**src/rtl/kwf_pkg.sv**
```systemverilog
// Shared types, constants and reset values of the K-weighting filter.
`timescale 1ns / 1ps

package kwf_pkg;

   localparam int SAMPLE_BITS_DEF = 24;
   localparam int COEF_BITS_DEF   = 32;

   localparam int NUM_REGS     = 7;
   localparam int REG_IDX_BITS = 3;

   // Register map of the configuration port.
   typedef enum logic [REG_IDX_BITS-1:0] {
      REG_SHELF_B0 = 3'd0,
      REG_SHELF_B1 = 3'd1,
      REG_SHELF_B2 = 3'd2,
      REG_SHELF_A1 = 3'd3,
      REG_SHELF_A2 = 3'd4,
      REG_PASS_A1  = 3'd5,
      REG_PASS_A2  = 3'd6
   } reg_idx_type;

   localparam logic [REG_IDX_BITS-1:0] REG_LAST = REG_PASS_A2;

   // Multiply-accumulate steps, in issue order. The first two form the
   // shelf input sum, the other five form the section output sum.
   typedef enum logic [2:0] {
      MAC_SHELF_A1 = 3'd0,
      MAC_SHELF_A2 = 3'd1,
      MAC_SHELF_B0 = 3'd2,
      MAC_SHELF_B1 = 3'd3,
      MAC_SHELF_B2 = 3'd4,
      MAC_PASS_A1  = 3'd5,
      MAC_PASS_A2  = 3'd6
   } mac_type;

   localparam int X_MACS     = 2;
   localparam int Y_MACS     = 5;
   localparam int PIPE_DRAIN = 3;
   localparam int STEP_BITS  = 4;

   // Commands from the controller to the datapath.
   typedef struct packed {
      logic    load;
      logic    issue;
      logic    hi;
      mac_type mac;
      logic    latch_x;
      logic    latch_y;
      logic    finish;
   } cmd_type;

   // Status from the datapath.
   typedef struct packed {
      logic pipe_busy;
   } status_type;

   // 48 kHz coefficients, Q3.29.
   localparam logic signed [31:0] COEF_RESET_Q29 [NUM_REGS] = '{
      32'sd824163883, -32'sd1445093388, 32'sd643382241, -32'sd907665797,
      32'sd393247621, -32'sd1068398592, 32'sd531540990
   };

   // Reset value of a coefficient rescaled to coef_bits-3 fraction bits.
   function automatic logic signed [63:0] coef_reset(input logic [REG_IDX_BITS-1:0] idx,
                                                     input int coef_bits);
      logic signed [63:0] wide;
      wide = 64'(COEF_RESET_Q29[idx]);
      if (coef_bits >= 32) begin
         coef_reset = wide <<< (coef_bits - 32);
      end else begin
         coef_reset = wide >>> (32 - coef_bits);
      end
   endfunction

endpackage

```
**src/rtl/k_weighting_filter_top.sv**
```systemverilog
// Top level of the K-weighting filter: controller, datapath and checks.
`timescale 1ns / 1ps

// K-weighting filter after ITU-R BS.1770: a high-shelf section followed by
// a high-pass section, both direct form II, in fixed point.
// Input channel: req_valid/req_ready with req_audio_in, one signed PCM
// sample per transfer. Result channel: rsp_valid/rsp_ready with
// rsp_weighted_out, one saturated sample with two headroom bits.
// The user must write coefficients through csr_write_en/csr_index/csr_wdata
// only while the block is idle; the block itself does not enforce this.
// Writes to index 7 are dropped. One signed multiplier of COEF_BITS by half
// a delay word is shared by all seven coefficient products, and each product
// takes two passes through it. A sample is issued for the shelf input sum,
// drained and saturated, issued for the section output sum, drained and
// saturated, then combined, saturated and retired. A new sample is taken
// only once the previous one has retired.
// The result register decouples the channels: a new sample is accepted
// while the previous result still waits. If the receiver stalls, the next
// sample waits in its last step until the result register is free.
// Reset restores the 48 kHz coefficients, clears all delays and leaves
// both channels empty.
module k_weighting_filter_top #(
   parameter int SAMPLE_BITS = kwf_pkg::SAMPLE_BITS_DEF,
   parameter int COEF_BITS   = kwf_pkg::COEF_BITS_DEF
) (
   input  logic                             clock,
   input  logic                             reset,
   input  logic                             req_valid,
   output logic                             req_ready,
   input  logic [SAMPLE_BITS-1:0]           req_audio_in,
   output logic                             rsp_valid,
   input  logic                             rsp_ready,
   output logic [SAMPLE_BITS+1:0]           rsp_weighted_out,
   input  logic                             csr_write_en,
   input  logic [kwf_pkg::REG_IDX_BITS-1:0] csr_index,
   input  logic [COEF_BITS-1:0]             csr_wdata
);

   kwf_pkg::cmd_type    cmd;
   kwf_pkg::status_type status;

   kwf_ctrl u_ctrl (
      .clock     (clock),
      .reset     (reset),
      .req_valid (req_valid),
      .req_ready (req_ready),
      .rsp_valid (rsp_valid),
      .rsp_ready (rsp_ready),
      .status    (status),
      .cmd       (cmd)
   );

   kwf_datapath #(
      .SAMPLE_BITS (SAMPLE_BITS),
      .COEF_BITS   (COEF_BITS)
   ) u_datapath (
      .clock        (clock),
      .reset        (reset),
      .audio_in     (req_audio_in),
      .csr_write_en (csr_write_en),
      .csr_index    (csr_index),
      .csr_wdata    (csr_wdata),
      .cmd          (cmd),
      .status       (status),
      .weighted_out (rsp_weighted_out)
   );

   // Once a sample is taken, the block is busy with it in the next cycle.
   a_busy_after_accept: assert property (@(posedge clock) disable iff (reset)
      req_valid && req_ready |=> !req_ready)
      else $error("input accepted while a sample is in progress");

   // A sum is saturated only after the multiply pipeline has drained.
   a_latch_after_drain: assert property (@(posedge clock) disable iff (reset)
      (cmd.latch_x || cmd.latch_y) |-> !status.pipe_busy)
      else $error("sum latched while products are still in flight");

   // A new result appears only when a sample retires.
   a_result_from_finish: assert property (@(posedge clock) disable iff (reset)
      $rose(rsp_valid) |-> $past(cmd.finish))
      else $error("result raised without a retiring sample");

   // No multiply is issued or still in flight in the same cycle a sample retires.
   a_no_issue_at_finish: assert property (@(posedge clock) disable iff (reset)
      cmd.finish |-> !cmd.issue && !status.pipe_busy)
      else $error("sample retired with multiply work outstanding");

endmodule

```
**src/rtl/kwf_ctrl.sv**
```systemverilog
// Sequencer of the K-weighting filter: steps one sample through the datapath.
`timescale 1ns / 1ps

module kwf_ctrl (
   input  logic                clock,
   input  logic                reset,
   input  logic                req_valid,
   output logic                req_ready,
   output logic                rsp_valid,
   input  logic                rsp_ready,
   input  kwf_pkg::status_type status,
   output kwf_pkg::cmd_type    cmd
);

   typedef enum logic [2:0] {
      ST_IDLE,
      ST_X_ISSUE,
      ST_X_DRAIN,
      ST_X_LATCH,
      ST_Y_ISSUE,
      ST_Y_DRAIN,
      ST_Y_LATCH,
      ST_FINISH
   } state_type;

   localparam logic [kwf_pkg::STEP_BITS-1:0] X_LAST =
      kwf_pkg::STEP_BITS'(2 * kwf_pkg::X_MACS - 1);
   localparam logic [kwf_pkg::STEP_BITS-1:0] Y_LAST =
      kwf_pkg::STEP_BITS'(2 * kwf_pkg::Y_MACS - 1);
   localparam logic [kwf_pkg::STEP_BITS-1:0] DRAIN_LAST =
      kwf_pkg::STEP_BITS'(kwf_pkg::PIPE_DRAIN - 1);

   state_type                      state_ff, state_in;
   logic [kwf_pkg::STEP_BITS-1:0]  step_ff, step_in;
   logic                           rsp_valid_ff, rsp_valid_in;
   logic                           out_free;

   assign out_free  = !rsp_valid_ff || rsp_ready;
   assign req_ready = (state_ff == ST_IDLE);
   assign rsp_valid = rsp_valid_ff;

   always_comb begin
      state_in     = state_ff;
      step_in      = step_ff;
      cmd          = '0;
      cmd.mac      = kwf_pkg::MAC_SHELF_A1;
      rsp_valid_in = rsp_valid_ff && !rsp_ready;
      unique case (state_ff)
         ST_IDLE: begin
            cmd.load = req_valid;
            if (req_valid) begin
               state_in = ST_X_ISSUE;
               step_in  = '0;
            end
         end
         ST_X_ISSUE: begin
            cmd.issue = 1'b1;
            cmd.hi    = step_ff[0];
            cmd.mac   = kwf_pkg::mac_type'(3'(step_ff[kwf_pkg::STEP_BITS-1:1]));
            step_in   = step_ff + 1'b1;
            if (step_ff == X_LAST) begin
               state_in = ST_X_DRAIN;
               step_in  = '0;
            end
         end
         ST_X_DRAIN: begin
            step_in = step_ff + 1'b1;
            if (step_ff == DRAIN_LAST && !status.pipe_busy) begin
               state_in = ST_X_LATCH;
            end
         end
         ST_X_LATCH: begin
            cmd.latch_x = 1'b1;
            state_in    = ST_Y_ISSUE;
            step_in     = '0;
         end
         ST_Y_ISSUE: begin
            cmd.issue = 1'b1;
            cmd.hi    = step_ff[0];
            cmd.mac   = kwf_pkg::mac_type'(3'(kwf_pkg::MAC_SHELF_B0)
                                           + 3'(step_ff[kwf_pkg::STEP_BITS-1:1]));
            step_in   = step_ff + 1'b1;
            if (step_ff == Y_LAST) begin
               state_in = ST_Y_DRAIN;
               step_in  = '0;
            end
         end
         ST_Y_DRAIN: begin
            step_in = step_ff + 1'b1;
            if (step_ff == DRAIN_LAST && !status.pipe_busy) begin
               state_in = ST_Y_LATCH;
            end
         end
         ST_Y_LATCH: begin
            cmd.latch_y = 1'b1;
            state_in    = ST_FINISH;
         end
         ST_FINISH: begin
            // The result register must be free before the sample retires.
            if (out_free) begin
               cmd.finish   = 1'b1;
               rsp_valid_in = 1'b1;
               state_in     = ST_IDLE;
            end
         end
         default: begin
            state_in = ST_IDLE;
         end
      endcase
   end

   always_ff @(posedge clock) begin
      if (reset) begin
         state_ff     <= ST_IDLE;
         step_ff      <= '0;
         rsp_valid_ff <= 1'b0;
      end else begin
         state_ff     <= state_in;
         step_ff      <= step_in;
         rsp_valid_ff <= rsp_valid_in;
      end
   end

endmodule

```
**src/rtl/kwf_datapath.sv**
```systemverilog
// Datapath of the K-weighting filter: coefficients, delays, shared MAC and output.
`timescale 1ns / 1ps

module kwf_datapath #(
   parameter int SAMPLE_BITS = kwf_pkg::SAMPLE_BITS_DEF,
   parameter int COEF_BITS   = kwf_pkg::COEF_BITS_DEF
) (
   input  logic                                clock,
   input  logic                                reset,
   input  logic [SAMPLE_BITS-1:0]              audio_in,
   input  logic                                csr_write_en,
   input  logic [kwf_pkg::REG_IDX_BITS-1:0]    csr_index,
   input  logic [COEF_BITS-1:0]                csr_wdata,
   input  kwf_pkg::cmd_type                    cmd,
   output kwf_pkg::status_type                 status,
   output logic [SAMPLE_BITS+1:0]              weighted_out
);

   localparam int D   = SAMPLE_BITS + 16;     // delay width
   localparam int F   = COEF_BITS - 3;        // coefficient fraction bits
   localparam int LO  = (D + 1) / 2;          // low slice of a delay operand
   localparam int HI  = D - LO;               // high slice
   localparam int M   = COEF_BITS + LO + 1;   // multiplier result
   localparam int P   = COEF_BITS + D;        // full product
   localparam int A   = D + 6;                // accumulator
   localparam int W   = D + 3;                // output sum
   localparam int OUT = SAMPLE_BITS + 2;

   localparam logic [P-1:0] HALF = P'(1) << (F - 1);
   localparam logic [W-1:0] OUT_HALF = W'(1) << 15;

   logic signed [COEF_BITS-1:0] coef_ff [kwf_pkg::NUM_REGS];
   logic signed [63:0]          coef_wide [kwf_pkg::NUM_REGS];

   logic signed [D-1:0] z1_ff, z2_ff, z3_ff, z4_ff, x_ff, y_ff;
   logic signed [A-1:0] acc_ff;
   logic signed [M-1:0] mult_ff;
   logic signed [P-1:0] prod_ff;
   logic [OUT-1:0]      out_ff;

   logic c1_valid_ff, c1_hi_ff, c1_sub_ff;
   logic c2_valid_ff, c2_sub_ff;

   logic signed [COEF_BITS-1:0] coef_sel;
   logic signed [D-1:0]         opnd_sel;
   logic                        sub_sel;
   logic signed [LO:0]          part;
   logic signed [P-1:0]         mult_ext;
   logic signed [D+2:0]         rnd;
   logic signed [A-1:0]         rnd_ext;
   logic signed [D-1:0]         acc_sat;
   logic signed [W-1:0]         wsum;
   logic signed [SAMPLE_BITS+2:0] wq;
   logic [OUT-1:0]              w_sat;

   always_comb begin
      for (int i = 0; i < kwf_pkg::NUM_REGS; i++) begin
         coef_wide[i] = kwf_pkg::coef_reset(kwf_pkg::REG_IDX_BITS'(i), COEF_BITS);
      end
   end

   always_ff @(posedge clock) begin
      if (reset) begin
         for (int i = 0; i < kwf_pkg::NUM_REGS; i++) begin
            coef_ff[i] <= coef_wide[i][COEF_BITS-1:0];
         end
      end else if (csr_write_en && csr_index <= kwf_pkg::REG_LAST) begin
         coef_ff[csr_index] <= csr_wdata;
      end
   end

   // Operand selection for the step being issued.
   always_comb begin
      coef_sel = coef_ff[kwf_pkg::REG_SHELF_A1];
      opnd_sel = z1_ff;
      sub_sel  = 1'b1;
      unique case (cmd.mac)
         kwf_pkg::MAC_SHELF_A1: begin
            coef_sel = coef_ff[kwf_pkg::REG_SHELF_A1];
            opnd_sel = z1_ff;
            sub_sel  = 1'b1;
         end
         kwf_pkg::MAC_SHELF_A2: begin
            coef_sel = coef_ff[kwf_pkg::REG_SHELF_A2];
            opnd_sel = z2_ff;
            sub_sel  = 1'b1;
         end
         kwf_pkg::MAC_SHELF_B0: begin
            coef_sel = coef_ff[kwf_pkg::REG_SHELF_B0];
            opnd_sel = x_ff;
            sub_sel  = 1'b0;
         end
         kwf_pkg::MAC_SHELF_B1: begin
            coef_sel = coef_ff[kwf_pkg::REG_SHELF_B1];
            opnd_sel = z1_ff;
            sub_sel  = 1'b0;
         end
         kwf_pkg::MAC_SHELF_B2: begin
            coef_sel = coef_ff[kwf_pkg::REG_SHELF_B2];
            opnd_sel = z2_ff;
            sub_sel  = 1'b0;
         end
         kwf_pkg::MAC_PASS_A1: begin
            coef_sel = coef_ff[kwf_pkg::REG_PASS_A1];
            opnd_sel = z3_ff;
            sub_sel  = 1'b1;
         end
         kwf_pkg::MAC_PASS_A2: begin
            coef_sel = coef_ff[kwf_pkg::REG_PASS_A2];
            opnd_sel = z4_ff;
            sub_sel  = 1'b1;
         end
         default: begin
            coef_sel = '0;
            opnd_sel = '0;
            sub_sel  = 1'b0;
         end
      endcase
   end

   // The low slice enters as an unsigned value, the high slice carries the sign.
   assign part = cmd.hi ? {{(LO + 1 - HI){opnd_sel[D-1]}}, opnd_sel[D-1:LO]}
                        : {1'b0, opnd_sel[LO-1:0]};

   assign mult_ext = {{(P - M){mult_ff[M-1]}}, mult_ff};
   assign rnd      = prod_ff[P-1:F];
   assign rnd_ext  = {{3{rnd[D+2]}}, rnd};

   always_comb begin
      if (&acc_ff[A-1:D-1] || ~|acc_ff[A-1:D-1]) begin
         acc_sat = acc_ff[D-1:0];
      end else if (acc_ff[A-1]) begin
         acc_sat = {1'b1, {(D - 1){1'b0}}};
      end else begin
         acc_sat = {1'b0, {(D - 1){1'b1}}};
      end
   end

   // Fixed high-pass numerator 1, -2, 1, then round away the 16 fraction bits.
   assign wsum = {{3{y_ff[D-1]}}, y_ff} - {{2{z3_ff[D-1]}}, z3_ff, 1'b0}
               + {{3{z4_ff[D-1]}}, z4_ff} + OUT_HALF;
   assign wq   = wsum[W-1:16];

   always_comb begin
      if (wq[SAMPLE_BITS+2] == wq[SAMPLE_BITS+1]) begin
         w_sat = wq[OUT-1:0];
      end else if (wq[SAMPLE_BITS+2]) begin
         w_sat = {1'b1, {(OUT - 1){1'b0}}};
      end else begin
         w_sat = {1'b0, {(OUT - 1){1'b1}}};
      end
   end

   // Pipeline tags of the shared multiply-accumulate unit.
   always_ff @(posedge clock) begin
      if (reset) begin
         c1_valid_ff <= 1'b0;
         c2_valid_ff <= 1'b0;
      end else begin
         c1_valid_ff <= cmd.issue;
         c2_valid_ff <= c1_valid_ff && c1_hi_ff;
      end
   end

   always_ff @(posedge clock) begin
      c1_hi_ff  <= cmd.hi;
      c1_sub_ff <= sub_sel;
      c2_sub_ff <= c1_sub_ff;
      if (cmd.issue) begin
         mult_ff <= coef_sel * part;
      end
      if (c1_valid_ff) begin
         if (c1_hi_ff) begin
            prod_ff <= prod_ff + (mult_ext <<< LO);
         end else begin
            prod_ff <= mult_ext + HALF;
         end
      end
   end

   always_ff @(posedge clock) begin
      if (c2_valid_ff) begin
         acc_ff <= c2_sub_ff ? acc_ff - rnd_ext : acc_ff + rnd_ext;
      end else if (cmd.load) begin
         acc_ff <= {{6{audio_in[SAMPLE_BITS-1]}}, audio_in, 16'b0};
      end else if (cmd.latch_x) begin
         acc_ff <= '0;
      end
      if (cmd.latch_x) begin
         x_ff <= acc_sat;
      end
      if (cmd.latch_y) begin
         y_ff <= acc_sat;
      end
      if (cmd.finish) begin
         out_ff <= w_sat;
      end
   end

   always_ff @(posedge clock) begin
      if (reset) begin
         z1_ff <= '0;
         z2_ff <= '0;
         z3_ff <= '0;
         z4_ff <= '0;
      end else if (cmd.finish) begin
         z2_ff <= z1_ff;
         z1_ff <= x_ff;
         z4_ff <= z3_ff;
         z3_ff <= y_ff;
      end
   end

   assign status.pipe_busy = c1_valid_ff || c2_valid_ff;
   assign weighted_out     = out_ff;

endmodule

```
**config.mk**
```make
export PLATFORM = sky130hd
export DESIGN_NAME = k_weighting_filter_top
export DESIGN_NICKNAME = d
export VERILOG_FILES = /design/src/rtl/kwf_pkg.sv /design/src/rtl/k_weighting_filter_top.sv /design/src/rtl/kwf_ctrl.sv /design/src/rtl/kwf_datapath.sv
export SDC_FILE = /design/constraint.sdc
export NUM_CORES = 2
export LEC_CHECK = 0
export BUFFER_PORTS_ARGS = -buffer_cell sky130_fd_sc_hd__buf_4
export CORE_ASPECT_RATIO = 1.4
export CORE_MARGIN = 5
export CORE_UTILIZATION = 50
export CTS_BUF_LIST = sky130_fd_sc_hd__clkbuf_16
export CTS_CLUSTER_DIAMETER = 80
export DETAILED_ROUTE_END_ITERATION = 10
export GPL_ROUTABILITY_DRIVEN = 0
export GPL_TIMING_DRIVEN = 0
export PLACE_DENSITY = 0.64
export SLEW_MARGIN = 15
export SYNTH_ARGS = -nofsm -noshare
export SYNTH_HDL_FRONTEND = slang
export SYNTH_SLANG_ARGS = --single-unit
```
**constraint.sdc**
```tcl
create_clock -name clock -period 13.4 [get_ports clock]
set_clock_uncertainty 0.2 [all_clocks]
set_input_delay 2.68 -clock clock [delete_from_list [all_inputs] [get_ports clock]]
set_output_delay 2.68 -clock clock [all_outputs]
set_load 0.02 [all_outputs]
```
==> flow_summary.ini <==
[floorplan]
die_w_um = 304
start_util_pct = 50.1
boundaryPins = 92
die_h_um = 421
rows = 151
die_area_sq_um = 128000
core_sq_um = 121000

[critical_path]
cp_max_fo = 10
worstSetupPathType = reg2reg
cp_top_family = compound AO/OA/AOI/OAI gates
end_kind = register
path_buf_inv = 10
crit_top_cell = fa_1
crit_required_ns = 13.65
slowest_stage = a31oi_1
cp.arrival_ns = 13.32
critPathLaunchType = register
slowest_delay_ns = 1.11

[cells_and_area]
nNetsFinal = 7868
final_common_cell = nand2_1
drive_gt1_share_pct = 5.31
areaGrowthSynthToFinish_pct = 9.07
final_core_util_pct = 54.7
mostFrequentLayoutCells = nand2_1 (1,022), inv_1 (1,004), fa_1 (672)
n_fill_cell = 11207
final_area_sq_um = 65900

[power_and_ir_drop]
p_clk_share_pct = 20.6
power_density_nw_per_um2 = 154
combPwrFrac_pct = 51.0
totalPowerFinal_w = 0.0101
pwr-share-seq_pct = 28.4
swShare_pct = 45.1
switching_power_w = 0.00457
ir_drop_uv = 123
p_int_w = 0.00555
cellLeakagePower_nw = 29.2

[drt]
routed_wl_um = 209000
vias = 49654
avgRoutedWirePerCell_um = 24.8
drtAntennaViolNets = 0
routed.top_layer = met5
drt_iter0_drc = 4820
met2_wirelength_um = 100000
routed_via_density = 5.88
drc = 0
m1WireLength_um = 71100
wl_met3_um = 15300
first_pass_iters = 8

[clock_network]
clock_path_buffers = 3
numCtsBuffers = 73
cts.clk_slew.worst_paths_ns = 0.06
numClockSinks = 654
clock_latency_ns = 0.69
h-tree-depth = 3
tritoncts = yes
cts_hold_buf = 0
cts_resized = 0
clockRootBuffer = clkbuf_16
post_cts_buffers = 0

[placement]
dp_hpwl_um = 168000
placedInstanceArea_sq_um = 63400
port-buffer-count = 90

[global_routing]
track_usage_pct = 32.0
grt_max_degree = 55
grt_pass1_vias = 50445
grt_overflow = 0
grt_pass1_wl_um = 310000
grt_antenna_before_repair = 4

[synthesis]
syn_area_per_cell_sq_um = 9.15
yosysSeqAreaShare_pct = 29.1
synthFlopType = edfxtp_1
yosys.area.top_type = edfxtp_1
synthesis.area_sq_um = 60400
synthTopCellsByArea = edfxtp_1 (22%), fa_1 (22%), ha_1 (7.4%)
synth_seq_cells = 654
yosysWarningCount = 0
synth_top_area_share_pct = 22.3
syn_nets = 7691
ys_types = 99
synthArstFlopShare_pct = 0
syn-instance-count = 6599
synth_edf_count = 449

[sta]
hold_violations = 0
min_period_over_period_pct = 97.5
whs_ns = 0.126
fmaxAchievable_mhz = 76.5
slew_viol_final = 0
setup_viol = 0
worstMarginPinSlew_ns = 1.38
rsz0062_at_grt = no
slew_headroom_pct = 7.51
period_minus_slack_ns = 13.07

[worst_hold_path]
min_path_type = reg2reg

[flow_run]
cap_violations = 0

[outcome]
status = finished, final reports clean
-- cell usage after synthesis, drive strengths merged (6+ instances only) --
cell        n
or2        25
mux2        6
a41oi       6
nor2      502
nor3       51
a22oi      50
edfxtp    449
mux2i      69
and2       89
nand3     102
nand2    1023
nand2b     75
a21o      194
a31oi      38
a21boi     12
nor4       13
xor2       80
o21bai     31
ha        356
a222oi     28
nor2b      36
inv       990
buf        94
nand4      24
dfxtp     205
clkbuf    216
a211o      34
o221ai      8
o311ai      9
o22ai      23
o21a       22
o31ai      22
fa        672
nor3b      12
or3        21
o21ai     190
xnor2     173
o211ai     16
a21oi     429
a221oi     27
o2111ai     6
and3       52
a211oi     45
-- layer usage --
metal	up-vias	global-route usage, %
met1	24435	35.2
met4	2	26.5
met5	-	0
met2	2389	54.6
met3	790	4.91
li1	22038	-
-- registers in the layout, summed over array words and instances (netlist names) --
register / flops
u_datapath.coef_ff: 224
u_datapath.mult_ff: 53
u_datapath.prod_ff: 52
u_datapath.acc_ff: 46
u_datapath.x_ff: 40
u_datapath.y_ff: 40
u_datapath.z1_ff: 40
u_datapath.z2_ff: 40
u_datapath.z3_ff: 40
u_datapath.z4_ff: 40
u_datapath.weighted_out: 26
u_ctrl.step_ff: 4
u_ctrl.state_ff: 3
u_ctrl.rsp_valid: 1
u_datapath.c1_hi_ff: 1
u_datapath.c1_sub_ff: 1
u_datapath.c1_valid_ff: 1
u_datapath.c2_sub_ff: 1
u_datapath.c2_valid_ff: 1
-- kinds of logic (layout without fill, tap and decap cells) --
family | after synthesis | in the layout | share of synthesized area [%]
xor gates and xnor gates | 254 | 254 | 3.71
and+or+nand+nor | 2045 | 2045 | 14.7
buffers and inverters | 1301 | 1537 | 8.24
other | 0 | 2 | 0
DFF | 654 | 654 | 29.1
adders and majority gates | 1029 | 1029 | 29.7
AOI/OAI and AO/OA | 1241 | 1241 | 13.3
muxes | 75 | 75 | 1.26
-- metrics by stage --
| step | setup WS (ns) | instances | setup TNS (ns) |
|---|---|---|---|
| 6_report | 0.332 | 8443 | 0 |
| 5_1_grt | 0.218 | 8441 | 0 |
| 4_1_cts | 0.761 | 8441 | 0 |
| 3_5_place_dp | 0.796 | 8307 | 0 |
| 3_3_place_gp | -2.61 | 8295 | -61.23 |
| 2_1_floorplan | 2.04 | 6599 | 0 |
-- power groups by stage --
stage | registers [W] | clock network, W | logic [W]
6_report | 0.00288 | 0.00209 | 0.00516
5_1_grt | 0.00288 | 0.00219 | 0.00563
4_1_cts | 0.00287 | 0.00210 | 0.00506
3_5_place_dp | 0.00291 | 0 | 0.00503
3_3_place_gp | 0.00292 | 0 | 0.00492
2_1_floorplan | 0.00272 | 0 | 0.00350
-- final timing paths --
kind                                                startpoint                                to  slack [ns]  cells past startpoint
worst min register to register    u_datapath.c1_sub_ff$_DFF_P_      u_datapath.c2_sub_ff$_DFF_P_        0.13                      0
worst max-delay path            u_ctrl.step_ff[2]$_SDFFE_PP0P_  u_datapath.mult_ff[51]$_DFFE_PP_        0.33                     35
worst min-delay path              u_datapath.c1_sub_ff$_DFF_P_      u_datapath.c2_sub_ff$_DFF_P_        0.13                      0
worst max register to register  u_ctrl.step_ff[2]$_SDFFE_PP0P_  u_datapath.mult_ff[51]$_DFFE_PP_        0.33                     35
-- cell type report --
cell class                 count  area [sq um]  share of cell area [%]
multi-input combinational   4644         37900                    57.6
sequential                   654         17600                    26.7
inverter                     991          3720                    5.65
tap                         1606          2010                    3.05
clock buffer                  75          1880                    2.85
buffer                       310          1260                    1.91
timing repair buffer         102           885                    1.34
clock inverter                59           594                   0.902
antenna                        2          5.00                 0.00760
Note: power is estimated with default switching activity, not from simulation.
